$ cat src/rtl/core/pip_pkg.sv
package pip_pkg;

  // Default coordinate width of the test point and the vertices
  localparam int unsigned COORD_BITS_DEF = 16;

  // Depth of the job queue between front and back (power of two)
  localparam int unsigned JOB_FIFO_DEPTH = 4;

  // Item kinds
  localparam logic KIND_START  = 1'b0;
  localparam logic KIND_VERTEX = 1'b1;

  // Per-job control flags handed from the front to the back
  typedef struct packed {
    logic start;   // item loads a new test point, clear box and parity
    logic vertex;  // item is a vertex, fold it into the box
    logic last;    // close the polygon and emit one result
    logic edge_a;  // edge from previous vertex to this vertex is live
    logic edge_b;  // closing edge from this vertex to the first is live
  } pip_ctrl_t;

endpackage

$ cat src/rtl/core/pip_back.sv
module pip_back #(
  parameter int unsigned COORD_BITS = pip_pkg::COORD_BITS_DEF,
  parameter int unsigned JOB_W      = $bits(pip_pkg::pip_ctrl_t) + 8 * COORD_BITS
) (
  input  logic             clk_i,
  input  logic             rst_ni,
  input  logic             job_valid_i,
  output logic             job_pop_o,
  input  logic [JOB_W-1:0] job_i,
  output logic             out_valid_o,
  input  logic             out_ready_i,
  output logic             inside_res_o,
  output logic             in_box_o
);

  localparam int unsigned N  = COORD_BITS;
  localparam int unsigned PW = 2 * N + 2;
  localparam int unsigned DW = PW + 1;
  localparam logic signed [N-1:0] CMax = {1'b0, {(N - 1){1'b1}}};
  localparam logic signed [N-1:0] CMin = {1'b1, {(N - 1){1'b0}}};

  pip_pkg::pip_ctrl_t  j_ctrl;
  logic signed [N-1:0] j_tx, j_ty, j_px, j_py, j_cx, j_cy, j_fx, j_fy;

  assign {j_ctrl, j_tx, j_ty, j_px, j_py, j_cx, j_cy, j_fx, j_fy} = job_i;

  // Stage 1: edge differences and cross products
  logic signed [N:0]    da_t, da_dy, da_dx, da_u;
  logic signed [N:0]    db_t, db_dy, db_dx, db_u;
  logic signed [PW-1:0] pa1_d, pa2_d, pb1_d, pb2_d;
  logic                 cond_a_d, cond_b_d, dypos_a_d, dypos_b_d;

  assign da_t  = (N + 1)'(j_tx) - (N + 1)'(j_px);
  assign da_dy = (N + 1)'(j_cy) - (N + 1)'(j_py);
  assign da_dx = (N + 1)'(j_cx) - (N + 1)'(j_px);
  assign da_u  = (N + 1)'(j_ty) - (N + 1)'(j_py);
  assign db_t  = (N + 1)'(j_tx) - (N + 1)'(j_cx);
  assign db_dy = (N + 1)'(j_fy) - (N + 1)'(j_cy);
  assign db_dx = (N + 1)'(j_fx) - (N + 1)'(j_cx);
  assign db_u  = (N + 1)'(j_ty) - (N + 1)'(j_cy);

  assign pa1_d = da_t * da_dy;
  assign pa2_d = da_dx * da_u;
  assign pb1_d = db_t * db_dy;
  assign pb2_d = db_dx * db_u;

  // Edge straddles the ray's y when exactly one end lies above it
  assign cond_a_d  = j_ctrl.edge_a && ((j_py > j_ty) != (j_cy > j_ty));
  assign cond_b_d  = j_ctrl.edge_b && ((j_cy > j_ty) != (j_fy > j_ty));
  assign dypos_a_d = (j_cy > j_py);
  assign dypos_b_d = (j_fy > j_cy);

  logic                 s1_valid_q;
  pip_pkg::pip_ctrl_t   s1_ctrl_q;
  logic signed [N-1:0]  s1_tx_q, s1_ty_q, s1_cx_q, s1_cy_q;
  logic signed [PW-1:0] pa1_q, pa2_q, pb1_q, pb2_q;
  logic                 cond_a_q, cond_b_q, dypos_a_q, dypos_b_q;

  logic retire, load;
  logic out_valid_q, inside_q, in_box_q;

  assign retire    = s1_valid_q && (!s1_ctrl_q.last || !out_valid_q || out_ready_i);
  assign load      = job_valid_i && (!s1_valid_q || retire);
  assign job_pop_o = load;

  // Stage 2: crossing decision, box and parity update
  logic signed [DW-1:0] diff_a, diff_b;
  logic                 cross_a, cross_b;

  assign diff_a  = DW'(pa1_q) - DW'(pa2_q);
  assign diff_b  = DW'(pb1_q) - DW'(pb2_q);
  assign cross_a = cond_a_q && (dypos_a_q ? (diff_a < 0) : (diff_a > 0));
  assign cross_b = cond_b_q && (dypos_b_q ? (diff_b < 0) : (diff_b > 0));

  logic signed [N-1:0] bmin_x_q, bmax_x_q, bmin_y_q, bmax_y_q;
  logic signed [N-1:0] bmin_x0, bmax_x0, bmin_y0, bmax_y0;
  logic signed [N-1:0] bmin_x1, bmax_x1, bmin_y1, bmax_y1;
  logic                parity_q, par0, par1, box;

  always_comb begin
    bmin_x0 = s1_ctrl_q.start ? CMax : bmin_x_q;
    bmax_x0 = s1_ctrl_q.start ? CMin : bmax_x_q;
    bmin_y0 = s1_ctrl_q.start ? CMax : bmin_y_q;
    bmax_y0 = s1_ctrl_q.start ? CMin : bmax_y_q;
    par0    = s1_ctrl_q.start ? 1'b0 : parity_q;
    bmin_x1 = (s1_ctrl_q.vertex && s1_cx_q < bmin_x0) ? s1_cx_q : bmin_x0;
    bmax_x1 = (s1_ctrl_q.vertex && s1_cx_q > bmax_x0) ? s1_cx_q : bmax_x0;
    bmin_y1 = (s1_ctrl_q.vertex && s1_cy_q < bmin_y0) ? s1_cy_q : bmin_y0;
    bmax_y1 = (s1_ctrl_q.vertex && s1_cy_q > bmax_y0) ? s1_cy_q : bmax_y0;
    par1    = par0 ^ cross_a ^ cross_b;
    box     = (s1_tx_q >= bmin_x1) && (s1_tx_q <= bmax_x1) &&
              (s1_ty_q >= bmin_y1) && (s1_ty_q <= bmax_y1);
  end

  always_ff @(posedge clk_i or negedge rst_ni) begin
    if (!rst_ni) begin
      s1_valid_q  <= 1'b0;
      s1_ctrl_q   <= '0;
      out_valid_q <= 1'b0;
      bmin_x_q    <= CMax;
      bmax_x_q    <= CMin;
      bmin_y_q    <= CMax;
      bmax_y_q    <= CMin;
      parity_q    <= 1'b0;
    end else begin
      if (load) begin
        s1_valid_q <= 1'b1;
        s1_ctrl_q  <= j_ctrl;
      end else if (retire) begin
        s1_valid_q <= 1'b0;
      end
      if (retire && s1_ctrl_q.last) begin
        out_valid_q <= 1'b1;
      end else if (out_ready_i) begin
        out_valid_q <= 1'b0;
      end
      if (retire) begin
        if (s1_ctrl_q.last) begin
          bmin_x_q <= CMax;
          bmax_x_q <= CMin;
          bmin_y_q <= CMax;
          bmax_y_q <= CMin;
          parity_q <= 1'b0;
        end else begin
          bmin_x_q <= bmin_x1;
          bmax_x_q <= bmax_x1;
          bmin_y_q <= bmin_y1;
          bmax_y_q <= bmax_y1;
          parity_q <= par1;
        end
      end
    end
  end

  always_ff @(posedge clk_i) begin
    if (load) begin
      s1_tx_q   <= j_tx;
      s1_ty_q   <= j_ty;
      s1_cx_q   <= j_cx;
      s1_cy_q   <= j_cy;
      pa1_q     <= pa1_d;
      pa2_q     <= pa2_d;
      pb1_q     <= pb1_d;
      pb2_q     <= pb2_d;
      cond_a_q  <= cond_a_d;
      cond_b_q  <= cond_b_d;
      dypos_a_q <= dypos_a_d;
      dypos_b_q <= dypos_b_d;
    end
    if (retire && s1_ctrl_q.last) begin
      inside_q <= box && par1;
      in_box_q <= box;
    end
  end

  assign out_valid_o  = out_valid_q;
  assign inside_res_o = inside_q;
  assign in_box_o     = in_box_q;

endmodule
$ cat config.mk
export PLATFORM = sky130hd
export DESIGN_NAME = pip_back
export DESIGN_NICKNAME = d
export VERILOG_FILES = /design/src/rtl/core/pip_pkg.sv /design/src/rtl/core/pip_back.sv
export SDC_FILE = /design/constraint.sdc
export NUM_CORES = 2
export LEC_CHECK = 0
export ABC_AREA = 1
export BUFFER_PORTS_ARGS = -buffer_cell sky130_fd_sc_hd__buf_2
export CAP_MARGIN = 20
export CORE_AREA = 3 3 443 445
export CTS_BUF_LIST = sky130_fd_sc_hd__clkbuf_16
export CTS_CLUSTER_SIZE = 30
export DETAILED_ROUTE_END_ITERATION = 10
export DIE_AREA = 0 0 446 448
export PLACE_DENSITY = 0.58
export SLEW_MARGIN = 20
export SYNTH_ARGS = -nofsm -noshare
export SYNTH_HDL_FRONTEND = slang
export SYNTH_SLANG_ARGS = --single-unit
$ cat constraint.sdc
create_clock -name clk_i -period 5.7 [get_ports clk_i]
set_input_delay 0.285 -clock clk_i [delete_from_list [all_inputs] [get_ports clk_i]]
set_output_delay 0.285 -clock clk_i [all_outputs]
set_load 0.02 [all_outputs]
==> run_results.csv <==
group,metric,value,unit
run_status,status,"complete, but fails checks",
run_status,violations,"setup timing",
critical_path,reg2regPathDepth,23,
clock_network,clk_latency,670,ps
critical_path,cp-end-kind,"flop",
clock_network,root_buffer,"clkbuf_16",
cells_and_area,syn_to_final_growth,35.1,%
yosys,synth_cells,8273,
clock_network,ctsHtreeMaxLevel,2,
hold_path,min_path_type,"input pin to flop",
yosys,ys_ff_latch,276,
grt,antenna_found_initial,13,
die,start_util,0.349,
cells_and_area,final_cell_mix,"inv_1, nand2_1, buf_4",
detailed_routing,viasPerCell,4.82,
yosys,synth_nets,10300,
die,die_x,446,microns
yosys,netlist_area,0.0672,sq mm
sta,fin_ws,-1410,ps
yosys,ys.flop_type,"edfxtp_1",
critical_path,cp-start-kind,"input pin",
sta,fmax,141,MHz
sta,drv_slew,0,
hold_path,hold_depth,2,
cells_and_area,final_common_cell,"inv_1",
yosys,synth_cell_types,71,
critical_path,r2r_slack,500,ps
grt,grt_usage,0.249,
die,row_count,161,
critical_path,worstPathMaxFanout,5,
cells_and_area,drive_above_1_share,0.273,
die,dieArea,0.200,sq mm
detailed_routing,route.antenna.remaining_nets,0,
clock_network,clkSlewWorstSetupHoldPaths,70,ps
sta,fin_crit,7110,ps
sta,finalHoldViolCount,0,
sta,post-route-period-util,1.25,
placement,placed_cells,12200,
yosys,synth-edff-count,206,
critical_path,slowest_delay,540,ps
cells_and_area,post-route-util,0.472,
yosys,synthArstFlopShare,0.254,
grt,grt_pass1_wl,380000,microns
die,die_h,448,microns
yosys,yosysWarnings,0,
placement,port_buffers,140,
die,io_pins,141,
clock_network,cts_buffer_depth,3,
grt,grt_pass1_vias,64300,
sta,rsz0062_at_grt,"true",
yosys,ys_seq_area_frac,0.119,
placement,gp_congestion,0.992,
critical_path,required,6040,ps
job,cap_violations,0,
clock_network,cts_sinks,276,
critical_path,worst-setup-path-type,"input pin to flop",
detailed_routing,drtIter0Drc,3708,
detailed_routing,drc_errors,0,
critical_path,cpMaxStageDelayCell,"fa_1",
sta,setup_viol,95,
clock_network,cts_buffers,40,
placement,hpwlAfterDp,213000,microns
grt,grt_overflow,0,
sta,tightestPinTransition,857,ps
detailed_routing,dr.pass1.iters,6,
clock_network,cts_tree,"built",
detailed_routing,routed_wl,247000,microns
cells_and_area,layout.cells.non_filler,12500,
detailed_routing,via_count,60300,
sta,fin_worst_skew,52.2,ps
cells_and_area,fin_nets,11900,
detailed_routing,wire_per_inst,19.7,microns
yosys,syn_avg_cell_area,8.13,sq um
grt,grt_max_degree,117,
critical_path,crit_arrival,7450,ps
sta,relSlewSlack,0.426,
die,core_area,0.193,sq mm
critical_path,crit_top_cell,"fa_1",
==> routing by layer <==
layer,GRT usage,up-vias,part of all wire,routed length [microns]
li1,-,28400,-,-
met1,0.307,30000,0.41,100000
met2,0.424,1501,0.48,119000
met3,0.0349,434,0.051,12500
met4,0.127,2,0.064,15700
met5,0,-,0.000053,13
==> final cells by class <==
class	instances	area, sq um
sequential	276	7980
tap	2526	3160
inverter	2009	7720
clock buffer	40	1000
clock inverter	34	457
timing repair buffer	1770	15000
multi-input combinational	5842	55500
fill	18600	102000
antenna	8	20.0
==> worst max-delay path: cells and delay by family <==
family	cells	cell delay (ps)
AOI/OAI and AO/OA	7	1070
xor gates and xnor gates	1	110
and+or+nand+nor	12	1150
adders and majority gates	9	3900
buffers and inverters	9	900
==> Yosys cell counts, drive strengths merged (8+ instances only) <==
master	number	share of area
inv	1981	0.11
nand2	1647	0.092
fa	1194	0.36
nor2	839	0.047
ha	678	0.13
a21oi	358	0.027
o21ai	288	0.022
edfxtp	206	0.092
nand3	205	0.015
xor2	146	0.020
clkbuf	109	0.0061
xnor2	98	0.013
nand4	76	0.0071
nor3	55	0.0042
dfrtp	38	0.014
and2	37	0.0034
buf	37	0.0035
or2	36	0.0034
dfstp	32	0.013
clkinv	28	0.0016
a31oi	27	0.0027
o21bai	19	0.0023
o211ai	18	0.0021
a211oi	14	0.0017
a21boi	14	0.0019
nand3b	14	0.0016
a21o	12	0.0013
nor4	12	0.0011
o21a	10	0.0011
o31ai	10	0.0012
o221ai	8	0.0010
==> sequential cells by signal (all words and copies together) (netlist names), 3 cells and up <==
| signal | cells |
|---|---|
| bmax_x_q | 16 |
| bmin_y_q | 16 |
| bmax_y_q | 16 |
| s1_cy_q | 16 |
| pb2_q | 34 |
| s1_ty_q | 16 |
| pa2_q | 34 |
| s1_ctrl_q | 3 |
| pb1_q | 34 |
| s1_tx_q | 16 |
| pa1_q | 34 |
| bmin_x_q | 16 |
| s1_cx_q | 16 |
==> kinds of logic (layout without fill, tap and decap cells) <==
| kind of cell | after synthesis | after routing | share of synthesized area |
|---|---|---|---|
| adders and majority gates | 1872 | 1872 | 0.482 |
| xor gates and xnor gates | 244 | 244 | 0.0334 |
| AOI/OAI and AO/OA | 803 | 803 | 0.0687 |
| other | 0 | 8 | 0 |
| and+or+nand+nor | 2923 | 2923 | 0.176 |
| buffers and inverters | 2155 | 3853 | 0.122 |
| DFF | 276 | 276 | 0.119 |
==> path summary, 6_finish.rpt <==
check                                         start                       end
min in group asynchronous                    rst_ni  bmax_y_q[13]$_DFFE_PN0P_
hold reg to reg            bmin_x_q[15]$_DFFE_PN0P_  bmin_x_q[15]$_DFFE_PN0P_
setup / recovery                          job_i[32]       pb2_q[31]$_DFFE_PP_
max in group asynchronous                    rst_ni  bmax_x_q[10]$_DFFE_PN0P_
hold / removal                            job_i[47]     s1_cy_q[15]$_DFFE_PP_
setup reg to reg           s1_ctrl_q[4]$_DFFE_PN0P_    inside_res_o$_DFFE_PP_
==> per-stage QoR <==
step | instance area (sq um) | hold WS, ps | TNS [ps] | worst slack (ps)
2_1_floorplan | 68600 | -10.6 | -76410 | -1340
3_3_place_gp | 83300 | 308 | -170610 | -2240
3_5_place_dp | 83300 | 320 | -172500 | -2320
4_1_cts | 89100 | 4.68 | -77500 | -1360
5_1_grt | 90800 | 6.28 | -115230 | -1720
6_report | 90800 | 38.5 | -90780 | -1410
==> what timing repair did <==
| action | in CTS | in global routing |
|---|---|---|
| hold endpoints to repair | 64 | 0 |
| pin swaps | 343 | 218 |
| gates resized for setup | 609 | 300 |
| setup endpoints to repair | 98 | 102 |
| hold buffers | 38 | 0 |
| cloned | 0 | 1 |
| buffers inserted | 161 | 67 |
Power is not shown: default switching activity piles up to over one toggle a cycle in this logic, so the estimate is an artifact.
